`src/rtl/recbq_pkg.sv`:
```
// Package for the rotary encoder and button qualifier.
// Holds widths, reset values, code constants and the configuration struct.
// No dependencies; compiled before every other file of the block.
`default_nettype none

package recbq_pkg;

   // Internal widths of the time arithmetic and of the position counter.
   localparam int TIME_BITS     = 32;
   localparam int POSITION_BITS = 16;

   // Fixed payload widths of the channels.
   localparam int TIME_W    = 32;
   localparam int ROT_W     = 2;
   localparam int POS_W     = 16;
   localparam int CFG_W     = 16;
   localparam int CSR_IDX_W = 2;

   // Register indexes of the configuration port.
   localparam logic [CSR_IDX_W-1:0] CSR_ROT_DEBOUNCE = 2'd0;
   localparam logic [CSR_IDX_W-1:0] CSR_BTN_DEBOUNCE = 2'd1;
   localparam logic [CSR_IDX_W-1:0] CSR_HOLD         = 2'd2;

   // Reset values of the configuration registers.
   localparam logic [CFG_W-1:0] ROT_DEBOUNCE_RESET = 16'd5;
   localparam logic [CFG_W-1:0] BTN_DEBOUNCE_RESET = 16'd50;
   localparam logic [CFG_W-1:0] HOLD_RESET         = 16'd1000;

   // Rotation codes, two's complement.
   localparam logic signed [ROT_W-1:0] ROT_NONE = 2'sb00;
   localparam logic signed [ROT_W-1:0] ROT_CW   = 2'sb01;
   localparam logic signed [ROT_W-1:0] ROT_CCW  = 2'sb11;

   typedef struct packed {
      logic [CFG_W-1:0] rot_debounce_ms;
      logic [CFG_W-1:0] btn_debounce_ms;
      logic [CFG_W-1:0] hold_ms;
   } cfg_type;

endpackage

`default_nettype wire

```
`src/rtl/recbq_if.sv`:
```
// Channel interfaces of the rotary encoder and button qualifier:
// poll request, result response and configuration write.
// Depends on recbq_pkg.
`default_nettype none

interface recbq_req_if;
   import recbq_pkg::*;

   logic              valid;
   logic              ready;
   logic [TIME_W-1:0] time_ms;
   logic              clk_level;
   logic              dt_level;
   logic              button_level;

   modport source (output valid, time_ms, clk_level, dt_level, button_level, input ready);
   modport sink   (input valid, time_ms, clk_level, dt_level, button_level, output ready);
endinterface

interface recbq_rsp_if;
   import recbq_pkg::*;

   logic                    valid;
   logic                    ready;
   logic signed [ROT_W-1:0] rotation;
   logic                    press_event;
   logic                    held;
   logic signed [POS_W-1:0] position;

   modport source (output valid, rotation, press_event, held, position, input ready);
   modport sink   (input valid, rotation, press_event, held, position, output ready);
endinterface

interface recbq_csr_if;
   import recbq_pkg::*;

   logic                 valid;
   logic                 ready;
   logic [CSR_IDX_W-1:0] index;
   logic [CFG_W-1:0]     wdata;

   modport source (output valid, index, wdata, input ready);
   modport sink   (input valid, index, wdata, output ready);
endinterface

`default_nettype wire

```
`src/rtl/recbq_csr.sv`:
```
// Configuration registers of the rotary encoder and button qualifier.
// Depends on recbq_pkg and recbq_csr_if.
`default_nettype none

module recbq_csr (
   input  wire logic            clock,
   input  wire logic            reset,
   recbq_csr_if.sink            csr_chan,
   output recbq_pkg::cfg_type   cfg
);
   import recbq_pkg::*;

   cfg_type cfg_ff;
   cfg_type cfg_in;
   logic    wr_en;

   // Writes are always taken; an index beyond the list is dropped.
   assign csr_chan.ready = 1'b1;
   assign wr_en          = csr_chan.valid && csr_chan.ready;

   always_comb begin
      cfg_in = cfg_ff;
      if (wr_en) begin
         case (csr_chan.index)
            CSR_ROT_DEBOUNCE: cfg_in.rot_debounce_ms = csr_chan.wdata;
            CSR_BTN_DEBOUNCE: cfg_in.btn_debounce_ms = csr_chan.wdata;
            CSR_HOLD:         cfg_in.hold_ms         = csr_chan.wdata;
            default:          cfg_in = cfg_ff;
         endcase
      end
   end

   always_ff @(posedge clock) begin
      if (reset) begin
         cfg_ff.rot_debounce_ms <= ROT_DEBOUNCE_RESET;
         cfg_ff.btn_debounce_ms <= BTN_DEBOUNCE_RESET;
         cfg_ff.hold_ms         <= HOLD_RESET;
      end else begin
         cfg_ff <= cfg_in;
      end
   end

   assign cfg = cfg_ff;

endmodule

`default_nettype wire

```
`src/rtl/rotary_encoder_button_qualifier.sv`:
```
// Top level of the rotary encoder and button qualifier.
// Depends on recbq_pkg, the channel interfaces in recbq_if and recbq_csr.
//
//   Channel   Dir  Payload                                        Handshake
//   req_chan  in   time_ms, clk_level, dt_level, button_level     valid/ready
//   rsp_chan  out  rotation, press_event, held, position          valid/ready
//   csr_chan  in   index, wdata (rotation/button debounce, hold)  valid/ready
//
// One poll per clock is sustained unless the response stalls. A poll is
// registered at its transfer, evaluated by one level of compare and add logic
// in the next cycle, and its result is loaded into the output register when
// that register is free. The poll and result registers each hold one item, so
// a stalled response only stops input once both are full. Reset is synchronous
// and returns the encoder, button and configuration state to the reset values.
`default_nettype none

module rotary_encoder_button_qualifier (
   input  wire logic  clock,
   input  wire logic  reset,
   recbq_req_if.sink  req_chan,
   recbq_rsp_if.source rsp_chan,
   recbq_csr_if.sink  csr_chan
);
   import recbq_pkg::*;

   cfg_type cfg;

   recbq_csr u_csr (
      .clock    (clock),
      .reset    (reset),
      .csr_chan (csr_chan),
      .cfg      (cfg)
   );

   // ---------------------------------------------------------------------
   // Poll register. It takes a new poll whenever it is empty or its
   // current poll moves on to the result register in the same cycle.
   // ---------------------------------------------------------------------
   logic                 in_valid_ff, in_valid_in;
   logic [TIME_BITS-1:0] in_time_ff;
   logic                 in_clk_ff;
   logic                 in_dt_ff;
   logic                 in_btn_ff;
   logic                 req_xfer;
   logic                 advance;
   logic                 rsp_valid_ff, rsp_valid_in;

   assign advance        = in_valid_ff && (!rsp_valid_ff || rsp_chan.ready);
   assign req_chan.ready = !in_valid_ff || advance;
   assign req_xfer       = req_chan.valid && req_chan.ready;
   assign in_valid_in    = req_xfer || (in_valid_ff && !advance);

   always_ff @(posedge clock) begin
      if (reset) begin
         in_valid_ff <= 1'b0;
      end else begin
         in_valid_ff <= in_valid_in;
      end
   end

   always_ff @(posedge clock) begin
      if (req_xfer) begin
         in_time_ff <= TIME_BITS'(req_chan.time_ms);
         in_clk_ff  <= req_chan.clk_level;
         in_dt_ff   <= req_chan.dt_level;
         in_btn_ff  <= req_chan.button_level;
      end
   end

   // ---------------------------------------------------------------------
   // Qualifier state. It is updated only when a poll advances, so the
   // next poll in the poll register always sees the state left by the one
   // before it.
   // ---------------------------------------------------------------------
   logic                     prev_clk_ff,       prev_clk_in;
   logic                     prev_btn_ff,       prev_btn_in;
   logic [TIME_BITS-1:0]     debounce_stamp_ff, debounce_stamp_in;
   logic [TIME_BITS-1:0]     press_stamp_ff,    press_stamp_in;
   logic                     is_pressed_ff,     is_pressed_in;
   logic [POSITION_BITS-1:0] step_count_ff,     step_count_in;

   // Elapsed times are modular differences at the internal time width.
   logic [TIME_BITS-1:0] since_debounce;
   logic [TIME_BITS-1:0] since_press;
   logic                 clk_change;
   logic                 rot_ok;
   logic                 btn_fall;
   logic                 btn_rise;
   logic                 press_ok;
   logic                 held_now;
   logic signed [ROT_W-1:0] rotation_now;

   assign since_debounce = in_time_ff - debounce_stamp_ff;
   assign since_press    = in_time_ff - press_stamp_ff;

   assign clk_change = in_clk_ff != prev_clk_ff;
   assign rot_ok     = clk_change && (since_debounce > TIME_BITS'(cfg.rot_debounce_ms));

   assign btn_fall = !in_btn_ff && prev_btn_ff;
   assign btn_rise = in_btn_ff && !prev_btn_ff;

   // The debounce stamp is shared. When a rotation step refreshes it in
   // this poll, the press check sees an elapsed time of zero and can never
   // pass, so the press compare runs on the old stamp gated by the step.
   assign press_ok = btn_fall && !rot_ok
                     && (since_debounce > TIME_BITS'(cfg.btn_debounce_ms));

   // Likewise a press accepted in this poll restarts the hold time at zero,
   // so held is reported only for a press taken in an earlier poll.
   assign held_now = is_pressed_in && !press_ok
                     && (since_press > TIME_BITS'(cfg.hold_ms));

   always_comb begin
      rotation_now      = ROT_NONE;
      step_count_in     = step_count_ff;
      debounce_stamp_in = debounce_stamp_ff;
      press_stamp_in    = press_stamp_ff;
      is_pressed_in     = is_pressed_ff;
      prev_clk_in       = in_clk_ff;
      prev_btn_in       = in_btn_ff;

      if (rot_ok) begin
         debounce_stamp_in = in_time_ff;
         // Data differing from clock means a clockwise detent.
         if (in_dt_ff != in_clk_ff) begin
            rotation_now  = ROT_CW;
            step_count_in = step_count_ff + POSITION_BITS'(1);
         end else begin
            rotation_now  = ROT_CCW;
            step_count_in = step_count_ff - POSITION_BITS'(1);
         end
      end

      if (press_ok) begin
         debounce_stamp_in = in_time_ff;
         press_stamp_in    = in_time_ff;
         is_pressed_in     = 1'b1;
      end else if (btn_rise) begin
         is_pressed_in = 1'b0;
      end
   end

   always_ff @(posedge clock) begin
      if (reset) begin
         prev_clk_ff       <= 1'b1;
         prev_btn_ff       <= 1'b1;
         debounce_stamp_ff <= '0;
         press_stamp_ff    <= '0;
         is_pressed_ff     <= 1'b0;
         step_count_ff     <= '0;
      end else if (advance) begin
         prev_clk_ff       <= prev_clk_in;
         prev_btn_ff       <= prev_btn_in;
         debounce_stamp_ff <= debounce_stamp_in;
         press_stamp_ff    <= press_stamp_in;
         is_pressed_ff     <= is_pressed_in;
         step_count_ff     <= step_count_in;
      end
   end

   // ---------------------------------------------------------------------
   // Result register. It holds a result until the response transfer.
   // ---------------------------------------------------------------------
   logic signed [ROT_W-1:0] rsp_rotation_ff;
   logic                    rsp_press_ff;
   logic                    rsp_held_ff;
   logic signed [POS_W-1:0] rsp_position_ff;

   assign rsp_valid_in = advance || (rsp_valid_ff && !rsp_chan.ready);

   always_ff @(posedge clock) begin
      if (reset) begin
         rsp_valid_ff <= 1'b0;
      end else begin
         rsp_valid_ff <= rsp_valid_in;
      end
   end

   always_ff @(posedge clock) begin
      if (advance) begin
         rsp_rotation_ff <= rotation_now;
         rsp_press_ff    <= press_ok;
         rsp_held_ff     <= held_now;
         rsp_position_ff <= POS_W'(step_count_in);
      end
   end

   assign rsp_chan.valid       = rsp_valid_ff;
   assign rsp_chan.rotation    = rsp_rotation_ff;
   assign rsp_chan.press_event = rsp_press_ff;
   assign rsp_chan.held        = rsp_held_ff;
   assign rsp_chan.position    = rsp_position_ff;

   // ---------------------------------------------------------------------
   // Assertions
   // ---------------------------------------------------------------------

   // A step and a press never qualify in the same poll: they share a stamp.
   a_no_step_and_press: assert property (@(posedge clock) disable iff (reset)
      rsp_valid_ff |-> !(rsp_press_ff && (rsp_rotation_ff != ROT_NONE)))
      else $error("rotation step and press reported in the same result");

   // The poll that takes a press cannot already be held.
   a_no_held_on_press: assert property (@(posedge clock) disable iff (reset)
      rsp_valid_ff |-> !(rsp_press_ff && rsp_held_ff))
      else $error("held reported on the poll that took the press");

   // The position moves only with a reported step.
   a_position_steady: assert property (@(posedge clock) disable iff (reset)
      (advance && !rot_ok) |=> (step_count_ff == $past(step_count_ff)))
      else $error("position changed without a rotation step");

   // A poll waiting for the result register is never dropped or replaced.
   a_poll_kept: assert property (@(posedge clock) disable iff (reset)
      (in_valid_ff && !advance) |=> (in_valid_ff && $stable(in_time_ff)))
      else $error("stalled poll lost from the poll register");

endmodule

`default_nettype wire

```
`src/flat_wrapper.sv`:
```
// flat-port wrapper written by rule: the top's interface ports become plain ports
module rotary_encoder_button_qualifier_flat import recbq_pkg::*;
  (clock, reset, req_chan_valid, req_chan_time_ms, req_chan_clk_level, req_chan_dt_level, req_chan_button_level, req_chan_ready, rsp_chan_valid, rsp_chan_rotation, rsp_chan_press_event, rsp_chan_held, rsp_chan_position, rsp_chan_ready, csr_chan_valid, csr_chan_index, csr_chan_wdata, csr_chan_ready);
  recbq_req_if req_chan_i ();
  recbq_rsp_if rsp_chan_i ();
  recbq_csr_if csr_chan_i ();
  input  wire logic clock;
  input  wire logic reset;
  input wire logic [$bits(req_chan_i.valid)-1:0] req_chan_valid;
  input wire logic [$bits(req_chan_i.time_ms)-1:0] req_chan_time_ms;
  input wire logic [$bits(req_chan_i.clk_level)-1:0] req_chan_clk_level;
  input wire logic [$bits(req_chan_i.dt_level)-1:0] req_chan_dt_level;
  input wire logic [$bits(req_chan_i.button_level)-1:0] req_chan_button_level;
  output wire logic [$bits(req_chan_i.ready)-1:0] req_chan_ready;
  output wire logic [$bits(rsp_chan_i.valid)-1:0] rsp_chan_valid;
  output wire logic [$bits(rsp_chan_i.rotation)-1:0] rsp_chan_rotation;
  output wire logic [$bits(rsp_chan_i.press_event)-1:0] rsp_chan_press_event;
  output wire logic [$bits(rsp_chan_i.held)-1:0] rsp_chan_held;
  output wire logic [$bits(rsp_chan_i.position)-1:0] rsp_chan_position;
  input wire logic [$bits(rsp_chan_i.ready)-1:0] rsp_chan_ready;
  input wire logic [$bits(csr_chan_i.valid)-1:0] csr_chan_valid;
  input wire logic [$bits(csr_chan_i.index)-1:0] csr_chan_index;
  input wire logic [$bits(csr_chan_i.wdata)-1:0] csr_chan_wdata;
  output wire logic [$bits(csr_chan_i.ready)-1:0] csr_chan_ready;
  assign req_chan_i.valid = req_chan_valid;
  assign req_chan_i.time_ms = req_chan_time_ms;
  assign req_chan_i.clk_level = req_chan_clk_level;
  assign req_chan_i.dt_level = req_chan_dt_level;
  assign req_chan_i.button_level = req_chan_button_level;
  assign req_chan_ready = req_chan_i.ready;
  assign rsp_chan_valid = rsp_chan_i.valid;
  assign rsp_chan_rotation = rsp_chan_i.rotation;
  assign rsp_chan_press_event = rsp_chan_i.press_event;
  assign rsp_chan_held = rsp_chan_i.held;
  assign rsp_chan_position = rsp_chan_i.position;
  assign rsp_chan_i.ready = rsp_chan_ready;
  assign csr_chan_i.valid = csr_chan_valid;
  assign csr_chan_i.index = csr_chan_index;
  assign csr_chan_i.wdata = csr_chan_wdata;
  assign csr_chan_ready = csr_chan_i.ready;
  rotary_encoder_button_qualifier u_core (.clock(clock), .reset(reset), .req_chan(req_chan_i), .rsp_chan(rsp_chan_i), .csr_chan(csr_chan_i));
endmodule
```
`config.mk`:
```
export PLATFORM = sky130hd
export DESIGN_NAME = rotary_encoder_button_qualifier_flat
export DESIGN_NICKNAME = d
export VERILOG_FILES = /design/src/rtl/recbq_pkg.sv /design/src/rtl/recbq_if.sv /design/src/rtl/recbq_csr.sv /design/src/rtl/rotary_encoder_button_qualifier.sv /design/src/flat_wrapper.sv
export SDC_FILE = /design/constraint.sdc
export NUM_CORES = 1
export LEC_CHECK = 0
export ABC_AREA = 0
export BUFFER_PORTS_ARGS = -buffer_cell sky130_fd_sc_hd__buf_2
export CAP_MARGIN = 20
export CORE_AREA = 5 5 165 167
export CTS_CLUSTER_DIAMETER = 150
export DETAILED_ROUTE_END_ITERATION = 16
export DIE_AREA = 0 0 170 172
export PLACE_DENSITY = 0.74
export SLEW_MARGIN = 15
export SYNTH_ARGS = -nofsm -noshare
export SYNTH_HDL_FRONTEND = slang
export SYNTH_SLANG_ARGS = --single-unit
```
`constraint.sdc`:
```
create_clock -name clock -period 12.9 [get_ports clock]
set_input_delay 0 -clock clock [delete_from_list [all_inputs] [get_ports clock]]
set_output_delay 0 -clock clock [all_outputs]
set_load 0.01 [all_outputs]
```
Word-level counts from Yosys, hierarchy flattened
Index checks and enable logic that the tools add are counted.
- logic and storage cells: 67
- bits in registers: 188
- output and inout port bits: 23
- bits of input ports: 58
- eq/ne operators: 4
- multiplexer cells: 7
- $add $sub $neg: 4
- order comparisons: 3
- reductions and logical operators: 30
- operators with widths (cell ; count):
    > comparator 32 x 16 -> 1 bit ; 3
    2-to-1 mux 32 bit ; 2
    subtractor 32 bit ; 2
    2-to-1 mux 16 bit ; 2
    adder 16 x 1 -> 16 bit, second input constant ; 1
    subtractor 16 x 1 -> 16 bit, second input constant ; 1
    logical AND 1 bit ; 11
    AND reduction 2 bit ; 5
    logical NOT 1 bit ; 8
    logical OR 1 bit ; 4
    == test 2 x 1 -> 1 bit, second input constant ; 1
    == test 2 bit, second input constant ; 1
    logical NOT 2 bit ; 1
    2-to-1 mux 1 bit ; 2
    2-to-1 mux 2 bit ; 1
    inequality test 1 bit ; 2
    nonzero test 2 bit ; 1

Longest topological paths before layout
Gate-level depths: netlist of run 1.
- word-level depth: 9
- mapped depth: 22
- mapped depth without buffers: 22

By module
Synthesis of run 1 repeated with hierarchy kept, for this count alone.
- cell total of the unflattened synthesis: 1428
- area total of the unflattened synthesis: 12887.4 um^2
- modules (own cells, without submodules) (module ; times used ; area each (um^2) ; seq. area each (um^2) ; cells an instance):
    rotary_encoder_button_qualifier ; 1 ; 10911.7 ; 3353.2 ; 1237
    recbq_csr ; 1 ; 1975.6 ; 960.9 ; 191

Worst setup path after synthesis of run 1
OpenSTA, ideal clock, no wires.
- path kind: register -> register
- start: reg u_core.in_time_ff[1]
- end: reg u_core.rsp_held_ff (netlist: u_core.rsp_chan.held) (data pin)
- required time: 12638 ps
- path buffers: 1
- data arrival time: 4145 ps
- period minus slack after synthesis: 4407 ps
- library setup time: 262 ps
- stages on the path, launching flop included: 22
- setup slack: 8493 ps
- cell sequence: edfxtp_1 ha_1 nor2b_1 o31a_1 o41a_1 a21oi_1 o21bai_1 a21oi_1 xnor2_1 ha_1 a21o_1 a21o_1 a21o_1 a21o_1 a21oi_1 o21ai_0 nor2_1 a211o_1 a21oi_1 buf_2 and2_1 nor3_1
- cells in the longest elaborated chain, start to end: 9
- elaborated cells on any way between the ends: 13
- classes of those cells: add/sub (2); order compare (3); mux (1); reduce/logical (7)
- RTL lines (item ; line ; RTL):
    start: declaration ; rotary_encoder_button_qualifier.sv:40 ; logic [TIME_BITS-1:0] in_time_ff;
    start signal: assignment ; rotary_encoder_button_qualifier.sv:63 ; in_time_ff <= TIME_BITS'(req_chan.time_ms);
    subtractor 32 bit * ; rotary_encoder_button_qualifier.sv:93 ; assign since_debounce = in_time_ff - debounce_stamp_ff;
    > comparator 32 x 16 -> 1 bit ; rotary_encoder_button_qualifier.sv:97 ; assign rot_ok = clk_change && (since_debounce > TIME_BITS'(cfg.rot_debounce_ms));
    logical AND 1 bit ; rotary_encoder_button_qualifier.sv:97 ;
    logical NOT 1 bit ; rotary_encoder_button_qualifier.sv:105 ; assign press_ok = btn_fall && !rot_ok
    logical AND 1 bit ; rotary_encoder_button_qualifier.sv:105 ;
    logical AND 1 bit * ; rotary_encoder_button_qualifier.sv:106 ; && (since_debounce > TIME_BITS'(cfg.btn_debounce_ms));
    named net u_core.press_ok ; rotary_encoder_button_qualifier.sv:89 ; logic press_ok;
    2-to-1 mux 1 bit or logical NOT 1 bit (tied branches) ; rotary_encoder_button_qualifier.sv:134, rotary_encoder_button_qualifier.sv:110 ;
    logical AND 1 bit * ; rotary_encoder_button_qualifier.sv:110 ; assign held_now = is_pressed_in && !press_ok
    logical AND 1 bit * ; rotary_encoder_button_qualifier.sv:111 ; && (since_press > TIME_BITS'(cfg.hold_ms));
    named net u_core.held_now ; rotary_encoder_button_qualifier.sv:90 ; logic held_now;
    end signal: assignment ; rotary_encoder_button_qualifier.sv:183 ; rsp_held_ff <= held_now;
    end: declaration ; rotary_encoder_button_qualifier.sv:166 ; logic rsp_held_ff;
The timed path passes the listed nets; every way through them passes the cells marked *.
A chain may end at the register's enable or synchronous reset.

Final worst setup path of run 1
- start: reg u_core.in_time_ff[1]
- end: reg u_core.debounce_stamp_ff[9]
- cells in the longest elaborated chain, start to end: 8
- elaborated cells on any way between the ends: 10
- classes of those cells: add/sub (1); order compare (2); mux (1); reduce/logical (6)
- RTL lines (item ; line ; RTL):
    subtractor 32 bit * ; rotary_encoder_button_qualifier.sv:93 ;
    > comparator 32 x 16 -> 1 bit ; rotary_encoder_button_qualifier.sv:97 ;
    logical AND 1 bit ; rotary_encoder_button_qualifier.sv:97 ;
    logical NOT 1 bit ; rotary_encoder_button_qualifier.sv:105 ;
    logical AND 1 bit ; rotary_encoder_button_qualifier.sv:105 ;
    logical AND 1 bit ; rotary_encoder_button_qualifier.sv:106 ;
    nonzero test 2 bit (no line) ; -- ;
    AND reduction 2 bit (no line) ; -- ;
    end signal: assignment ; rotary_encoder_button_qualifier.sv:154 ; debounce_stamp_ff <= debounce_stamp_in;
    end: declaration ; rotary_encoder_button_qualifier.sv:77 ; logic [TIME_BITS-1:0] debounce_stamp_ff, debounce_stamp_in;
Mark *: on every way between the ends. The rest lies on a longest branch, timed or not.

==> results of run 1 <==
## repair_timing
item	CTS	global route
endpoints found under the setup margin	0	0
hold buffers	54	0
hold endpoints to repair	85	0
## power by group through the flow
stage                     combinational [W]  clock (W)  sequential [W]
after floorplan                    0.000309          0        0.000668
after global placement             0.000413          0        0.000671
after detailed placement           0.000419          0        0.000671
after CTS                          0.000435   0.000530        0.000658
after global routing               0.000488   0.000555        0.000661
final                              0.000438   0.000522        0.000658
## Yosys cell counts, drive strengths merged, types with 6 or more instances
cell type,number
xnor2,36
ha,124
mux2,15
nand2,212
o31ai,6
nand2b,14
inv,130
xor2,17
dfxtp,133
and3,11
o21ai,97
a31oi,8
buf,15
o211ai,26
nor3,22
nor2b,8
nand4,29
or3,8
nor2,59
a311o,31
a21o,31
nand3,31
edfxtp,55
a21oi,132
o21a,21
mux2i,43
clkbuf,58
a21boi,6
nor4,6
a211oi,6
## state kept, by name, indices dropped and copies added (netlist names), 2 cells and up
name and cells:
u_core.step_count_ff 16, u_core.u_csr.cfg 48, u_core.debounce_stamp_ff 32, u_core.rsp_chan.position 16
u_core.rsp_chan.rotation 2, u_core.press_stamp_ff 32, u_core.in_time_ff 32
## area by class of cell
cell class	count	area, um2	area share
inverter	131	492	0.0346
multi-input combinational	1086	7410	0.522
sequential	188	4310	0.304
timing repair buffer	141	1000	0.0706
tap	335	419	0.0295
clock inverter	14	130	0.00916
clock buffer	18	439	0.0309
## cells in the final DEF, fill, tap and decap left out, types with 6 or more instances in the layout
cell	netlist	final
and3_1	11	11
nor4_1	6	6
nor2b_1	8	8
a21oi_1	130	129
nor2_1	59	59
a21boi_0	6	6
nand4_1	29	29
or3_1	8	8
nand2_1	212	212
o21ai_0	92	92
xor2_1	17	17
inv_1	129	128
a311o_1	31	31
mux2i_1	43	43
a31oi_1	8	8
nand2b_1	14	14
buf_2	10	79
dfxtp_1	133	133
o31ai_1	6	6
nor3_1	22	22
clkbuf_16	0	17
dlygate4sd3_1	0	54
edfxtp_1	55	55
ha_1	124	124
xnor2_1	36	36
o21a_1	21	21
a211oi_1	6	6
a21o_1	31	31
nand3_1	31	31
buf_4	1	7
o211ai_1	26	26
mux2_2	15	15
## path summary, 6_finish.rpt
check | depth (start not counted) | start | to
worst max-delay path | 17 | u_core.in_time_ff[1] | u_core.debounce_stamp_ff[9]
worst max register to register | 17 | u_core.in_time_ff[1] | u_core.debounce_stamp_ff[9]
worst min register to register | 2 | u_core.u_csr.cfg[14] | u_core.u_csr.cfg[14]
worst min-delay path | 4 | csr_chan_index[1] | u_core.u_csr.cfg[33]
## critical path: stages (launching register included)
cell and delay [ns]:
edfxtp_1 0.49, ha_1 0.32, nor2b_1 0.14, o31a_1 0.29
o41a_1 0.41, o31a_1 0.43, a21oi_1 0.20, xnor2_1 0.15
ha_1 0.33, nand4_1 0.10, or2_2 0.32, o32a_1 0.42
o21ai_4 0.51, buf_4 0.45, inv_2 0.35, o21ai_4 0.22
buf_4 0.48, mux2i_1 0.25
## layer usage
metal | track usage | vias to the layer above
met3 | 0.0279 | 45
li1 | - | 5487
met5 | 0 | -
met2 | 0.396 | 306
met4 | 0.0590 | 0
met1 | 0.292 | 5208
## stage by stage
step	cell area (um2)	hold slack (ns)	instances	setup WS [ns]	total power (W)
final	14200	0.0400	1913	6.89	0.00162
after global routing	14200	0.0535	1913	6.53	0.00170
after CTS	14200	0.0251	1913	6.97	0.00162
after detailed placement	13100	0.178	1827	7.00	0.00109
after global placement	13100	0.176	1826	7.09	0.00108
after floorplan	12500	0.0989	1478	8.49	0.000978
## cells by family after synthesis
family,count (synthesis)
AND/OR/NAND/NOR,432
XOR/XNOR,53
adder cells (fa/ha/maj),127
buffers and inverters,204
AO/OA/AOI/OAI,415
multiplexers,58
other,1
flip-flops,188
==> key figures, run 1 <==
Global routing
  – Largest net degree at the start of global routing: 86
  – First-pass GRT wire length: 53.6 mm
  – Gr usage total: 0.224
  – Global route overflow: 0
  – Initial antenna violation count: 0
  – Vias in the first global route: 10600

Synthesis
  – Fraction of registers with async set/reset: 0
  – Proportion of synthesized chip area in sequential cells: 0.345
  – Warning count from the yosys run: 0
  – Largest family of logic cells by synthesized area: compound AO/OA/AOI/OAI gates
  – Post-synth top area share: 0.213
  – Synth Area in Adders: 0.129
  – Synth top area cells: dfxtp_1 (21%), edfxtp_1 (13%), ha_1 (12%)
  – FF+latch count, synth: 188
  – XOR/XNOR Fraction of Synth Area: 0.0371
  – Simple-Gate Fraction of Synth Area: 0.161
  – Compound-Gate Fraction of Synth Area: 0.216
  – Syn_nets: 1663
  – Largest area contributor in the netlist: dfxtp_1
  – EDFF count, synth: 55
  – Netlist cell types: 78
  – Avg Cell Area, Syn: 8.46 um2
  – Post-synthesis mux area share: 0.0479
  – Post-Syn Instances: 1478
  – Dominant synthesized flop cell: dfxtp_1
  – Netlist Area Pre-Place: 12500 um2

Routing
  – M1 wire length: 14.8 mm
  – DRT Wirelength: 32.9 mm
  – Drt drc: 0
  – Detailed-route via count: 11000
  – Max layer used: met4
  – Met3 Wirelength: 1.46 mm
  – DRT antenna net count: 0
  – Initial drt markers: 868
  – Vias/cell: 5.77
  – Met2 wire length: 16.1 mm
  – WL/cell: 17.2 um
  – Pre-Repair DR Iteration Count: 5

Final layout
  – Area growth, synth to finish: 13.6%
  – Fin util: 0.555
  – Fraction of final layout cells sized beyond drive strength 1: 0.0982
  – Filler Cell Count: 2346
  – Nets@finish: 1750
  – Antenna diodes: 0

Setup path
  – Worst Path Max Fanout: 36
  – R2R Setup Slk: 6.89 ns
  – Req. time, crit path: 13.26 ns
  – Critical path startpoint category: flop
  – CP Capture Type: flop
  – CP arrival: 6.37 ns
  – Crit path kind: reg2reg

Pwr
  – Clock power share: 0.322
  – Pwr/cell area: 114 nW/um2
  – Leakage power: 5.71 nW
  – Power share of the combinational group: 0.271
  – Seq pwr share: 0.407
  – Switching share of power: 0.332
  – Max VDD drop: 0.0733 mV
  – Switching Power: 0.000537 W
  – Internal power: 0.00108 W

Clocking
  – Post-CTS sizing: 0
  – Post-CTS setup buffers: 0
  – Clock Latency Late Sink: 0.44 ns
  – Clock Pin Slew Worst Setup and Hold Paths: 0.08 ns
  – CTS Root Cell: clkbuf_16
  – CTS buffer count: 17
  – CTS Buffer Depth: 2
  – H-tree Lvls: 4
  – TritonCTS clock tree: yes
  – Clk sinks: 188

Timing
  – Worst-Margin Slew: 1.11 ns
  – Sum Neg Setup Slack: 0 ns
  – Fin Clk Skew: 0.0136 ns
  – RSZ-0062 raised after global routing: no
  – Setup violators final: 0
  – Relative slew slack: 0.254
  – Fin crit share: 0.466
  – Slew Limit Fails: 0
  – Max Fclk: 0.166 GHz
  – Min Clock Period, post-route: 6.01 ns
  – Hold Fails Final Rpt: 0

Floorplanning
  – Initial core utilization: 0.488
  – Die height: 172 um
  – Ports: 81
  – Row cnt: 59
  – Full die area: 29200 um2
  – Core ar.: 25600 um2
  – Die Span X: 170 um

Placement
  – Dpl hpwl: 24.1 mm
  – Port Buffer Count: 79
  – GP Congestion: 0.924

Hold path
  – HP Class: in2reg

Job
  – Max Cap Viol: 0

Outcome
  – Status: finished clean
No activity file was read; power rests on OpenSTA's default activity.
==> run 2: changes to the inputs <==
- ABC_AREA: 0 -> 1
- CORE_AREA: 5 5 165 167 -> 5 5 172 174
- DIE_AREA: 0 0 170 172 -> 0 0 177 179
- PLACE_DENSITY: 0.74 -> 0.76
- clock period: 12.9 -> 4.9 ns (I/O delays scaled with it)
==> run 2 against run 1 <==
  * Fmax up 34%
  * Worst setup slack worse by 6.5 ns
  * Clock skew fell by 0.00056 ns
  * First-iteration DRC count rose by 37%
  * Wire length is 16% higher
  * Non-clock buffer count up 10
  * Critical endpoint is now u_core.debounce_stamp_ff[3]
  * Largest power group unchanged
  * Critical path depth rose by 4
  * Final cell count up 34%
  * Global-route usage grew 1.4 points
  * Power grew to 2.9 times the previous value
  * Register-to-register slack got worse by 6.5 ns
==> key figures, run 2 <==
Synthesis
  – Fraction of registers with async set/reset: 0 (unchanged)
  – Proportion of synthesized chip area in sequential cells: 0.317 (-0.0280)
  – Warning count from the yosys run: 0 (unchanged)
  – Dominant synthesized flop cell: dfxtp_1
  – Top cell types by occurrence after synthesis: nand2_1 (562), inv_1 (377), nor2_1 (204), a21oi_1 (159), dfxtp_1 (133)
  – Post-Syn Instances: 2055 (+39%)
  – FF+latch count, synth: 188 (unchanged)
  – Synth top area cells: dfxtp_1 (20%), nand2_1 (15%), edfxtp_1 (12%)
  – Avg Cell Area, Syn: 6.63 um2 (-22%)
  – EDFF count, synth: 55 (unchanged)
  – Netlist cell types: 41 (-47%)
  – Syn_nets: 2240 (+35%)
  – Netlist Area Pre-Place: 13600 um2 (+8.8%)
  – Post-synth top area share: 0.196 (-0.0173)
  – Largest area contributor in the netlist: dfxtp_1
  – Count leader, synth: nand2_1

Clocking
  – CTS buffer count: 17 (unchanged)
  – CTS Buffer Depth: 2 (unchanged)
  – H-tree Lvls: 4 (unchanged)
  – Clk sinks: 188 (unchanged)
  – Clock Pin Slew Worst Setup and Hold Paths: 0.08 ns (about the same)
  – CTS Root Cell: clkbuf_16
  – Clock Latency Late Sink: 0.44 ns (about the same)
  – Post-CTS setup buffers: 0 (unchanged)
  – TritonCTS clock tree: yes

Routing
  – DRT antenna net count: 0 (unchanged)
  – Initial drt markers: 1191 (+37%)
  – DRT Wirelength: 38.0 mm (+16%)
  – Pre-Repair DR Iteration Count: 6 (+1)
  – WL/cell: 14.9 um (-14%)
  – Drt drc: 0 (unchanged)
  – Vias/cell: 5.19 (-10%)
  – Detailed-route via count: 13300 (+20%)

Setup path
  – CP Capture Type: flop
  – Buf/Inv on CP: 3 (unchanged)
  – CP dominant cell by count: nand3_1
  – Crit path largest cell delay: 0.52 ns (about the same)
  – Req. time, crit path: 5.24 ns (-8.02 ns)
  – Max stage delay cell, worst path: edfxtp_1
  – CP arrival: 4.84 ns (-1.53 ns)
  – Critical path startpoint category: flop
  – Delay-heaviest family, CP: simple AND/OR/NAND/NOR gates
  – Worst Path Max Fanout: 62 (+72%)
  – Crit path kind: reg2reg
  – Crit path cell chain: inv_1 > fa_1 > inv_1 > nand3_1 > nand3_1 > nand2_1 > nand3b_1 > xor2_1 > ha_1 > nand3_1 > nor3_1 > nand2_1 > o2111ai_1 > nand2_1 > nand3_1 > nand2_4 > nand2_4 > buf_4 > nand3_1 > nand2_1 > nor2_1

Global routing
  – Global route overflow: 0 (unchanged)
  – Gr usage total: 0.239 (+0.0144)
  – Vias in the first global route: 12700 (+19%)
  – Largest net degree at the start of global routing: 86 (unchanged)
  – First-pass GRT wire length: 61.1 mm (+14%)
  – Initial antenna violation count: 0 (unchanged)

Final layout
  – Fin cells: 2561 (+34%)
  – Fraction of final layout cells sized beyond drive strength 1: 0.0683 (-0.0300)
  – Filler Cell Count: 2651 (+13%)
  – Nets@finish: 2355 (+35%)
  – Area growth, synth to finish: 14.4%
  – Max reg flops: 48 (unchanged)
  – Most common cell after layout, fill and taps aside: nand2_1
  – Antenna diodes: 0 (unchanged)
  – Most frequent cells in the layout: nand2_1 (562), inv_1 (375), nor2_1 (204), a21oi_1 (159), dfxtp_1 (133)
  – Fin util: 0.564 (+0.00908)

Timing
  – Min Clock Period, post-route: 4.50 ns (-1.51 ns)
  – Worst-Margin Slew: 0.870 ns (-0.244 ns)
  – Slew Limit Fails: 0 (unchanged)
  – RSZ-0062 raised after global routing: no
  – Fin Clk Skew: 0.0130 ns (-0.000563 ns)
  – Max Fclk: 0.222 GHz (+34%)
  – Relative slew slack: 0.415 (+0.162)
  – Hold Fails Final Rpt: 0 (unchanged)
  – Setup violators final: 0 (unchanged)
  – Hold WS: 0.00383 ns (-0.0362 ns)
  – Sum Neg Setup Slack: 0 ns (unchanged)
  – Fin crit share: 0.919 (+0.453)
  – Final worst slack: 0.399 ns (-6.49 ns)

Floorplanning
  – Full die area: 31700 um2 (+8.4%)
  – Row cnt: 61 (+3.4%)
  – Ports: 81 (unchanged)
  – Die height: 179 um (+4.1%)
  – Initial core utilization: 0.493 (+0.00440)
  – Die Span X: 177 um (+4.1%)
  – Core ar.: 27600 um2 (+7.9%)

Placement
  – GP Congestion: 0.976 (+5.7%)
  – Inst Count DP: 2465 (+35%)
  – Place WS: 0.541 ns (-6.46 ns)
  – Port Buffer Count: 79 (unchanged)
  – Dpl hpwl: 28.5 mm (+18%)

Outcome
  – Status: finished clean

Pwr
  – Pwr/cell area: 304 nW/um2 (+170%)
  – Max VDD drop: 0.183 mV (+150%)
  – Leakage power: 7.82 nW (+37%)

Job
  – Max Cap Viol: 0 (unchanged)

Hold path
  – HP Class: in2reg
-- run 2: worst paths after layout --
path | startpoint | endpoint | slack [ns] | depth (start not counted)
max | u_core.in_time_ff[1] | u_core.debounce_stamp_ff[3] | 0.40 | 21
min | reset | u_core.is_pressed_ff | 0.004 | 2
max reg2reg | u_core.in_time_ff[1] | u_core.debounce_stamp_ff[3] | 0.40 | 21
min reg2reg | u_core.u_csr.cfg[19] | u_core.u_csr.cfg[19] | 0.47 | 2
-- run 2: routing by layer --
layer | share of wire | track usage | up-vias
met4 | 0.035 | 0.0916 | 0
li1 | - | - | 6721
met1 | 0.44 | 0.308 | 5993
met5 | 0 | 0 | -
met3 | 0.067 | 0.0377 | 93
met2 | 0.46 | 0.403 | 473
-- run 2: final cells by class --
class / instances / area (um2) / area share
multi-input combinational: 1422 / 7590 / 0.487
clock inverter: 15 / 204 / 0.0131
inverter: 390 / 1470 / 0.0942
sequential: 188 / 4310 / 0.277
tap: 378 / 473 / 0.0304
clock buffer: 17 / 425 / 0.0273
timing repair buffer: 151 / 1110 / 0.0710
-- run 2: repair_timing --
item                      in CTS  in global routing
resized for setup              0                  0
hold buffers                  63                  0
hold endpoints to repair      85                  0
-- run 2: stage by stage --
step	total power (W)	area, um2
floorplan	0.00286	13600
global placement	0.00320	14300
detailed placement	0.00324	14300
CTS	0.00474	15600
global route	0.00504	15600
finish	0.00473	15600
-- run 2: where the power goes --
part           internal [W]  switching [W]
Combinational      0.000550       0.000959
Clock              0.000715       0.000744
Sequential          0.00171      0.0000579
-- run 2: logic make-up after synthesis --
| kind of cell | Yosys count | share of synthesized area |
|---|---|---|
| AOI/OAI and AO/OA | 276 | 0.109 |
| xor gates and xnor gates | 56 | 0.0360 |
| adders and majority gates | 127 | 0.118 |
| buffers and inverters | 445 | 0.126 |
| DFF | 188 | 0.317 |
| other | 1 | 0.000275 |
| and+or+nand+nor | 962 | 0.293 |
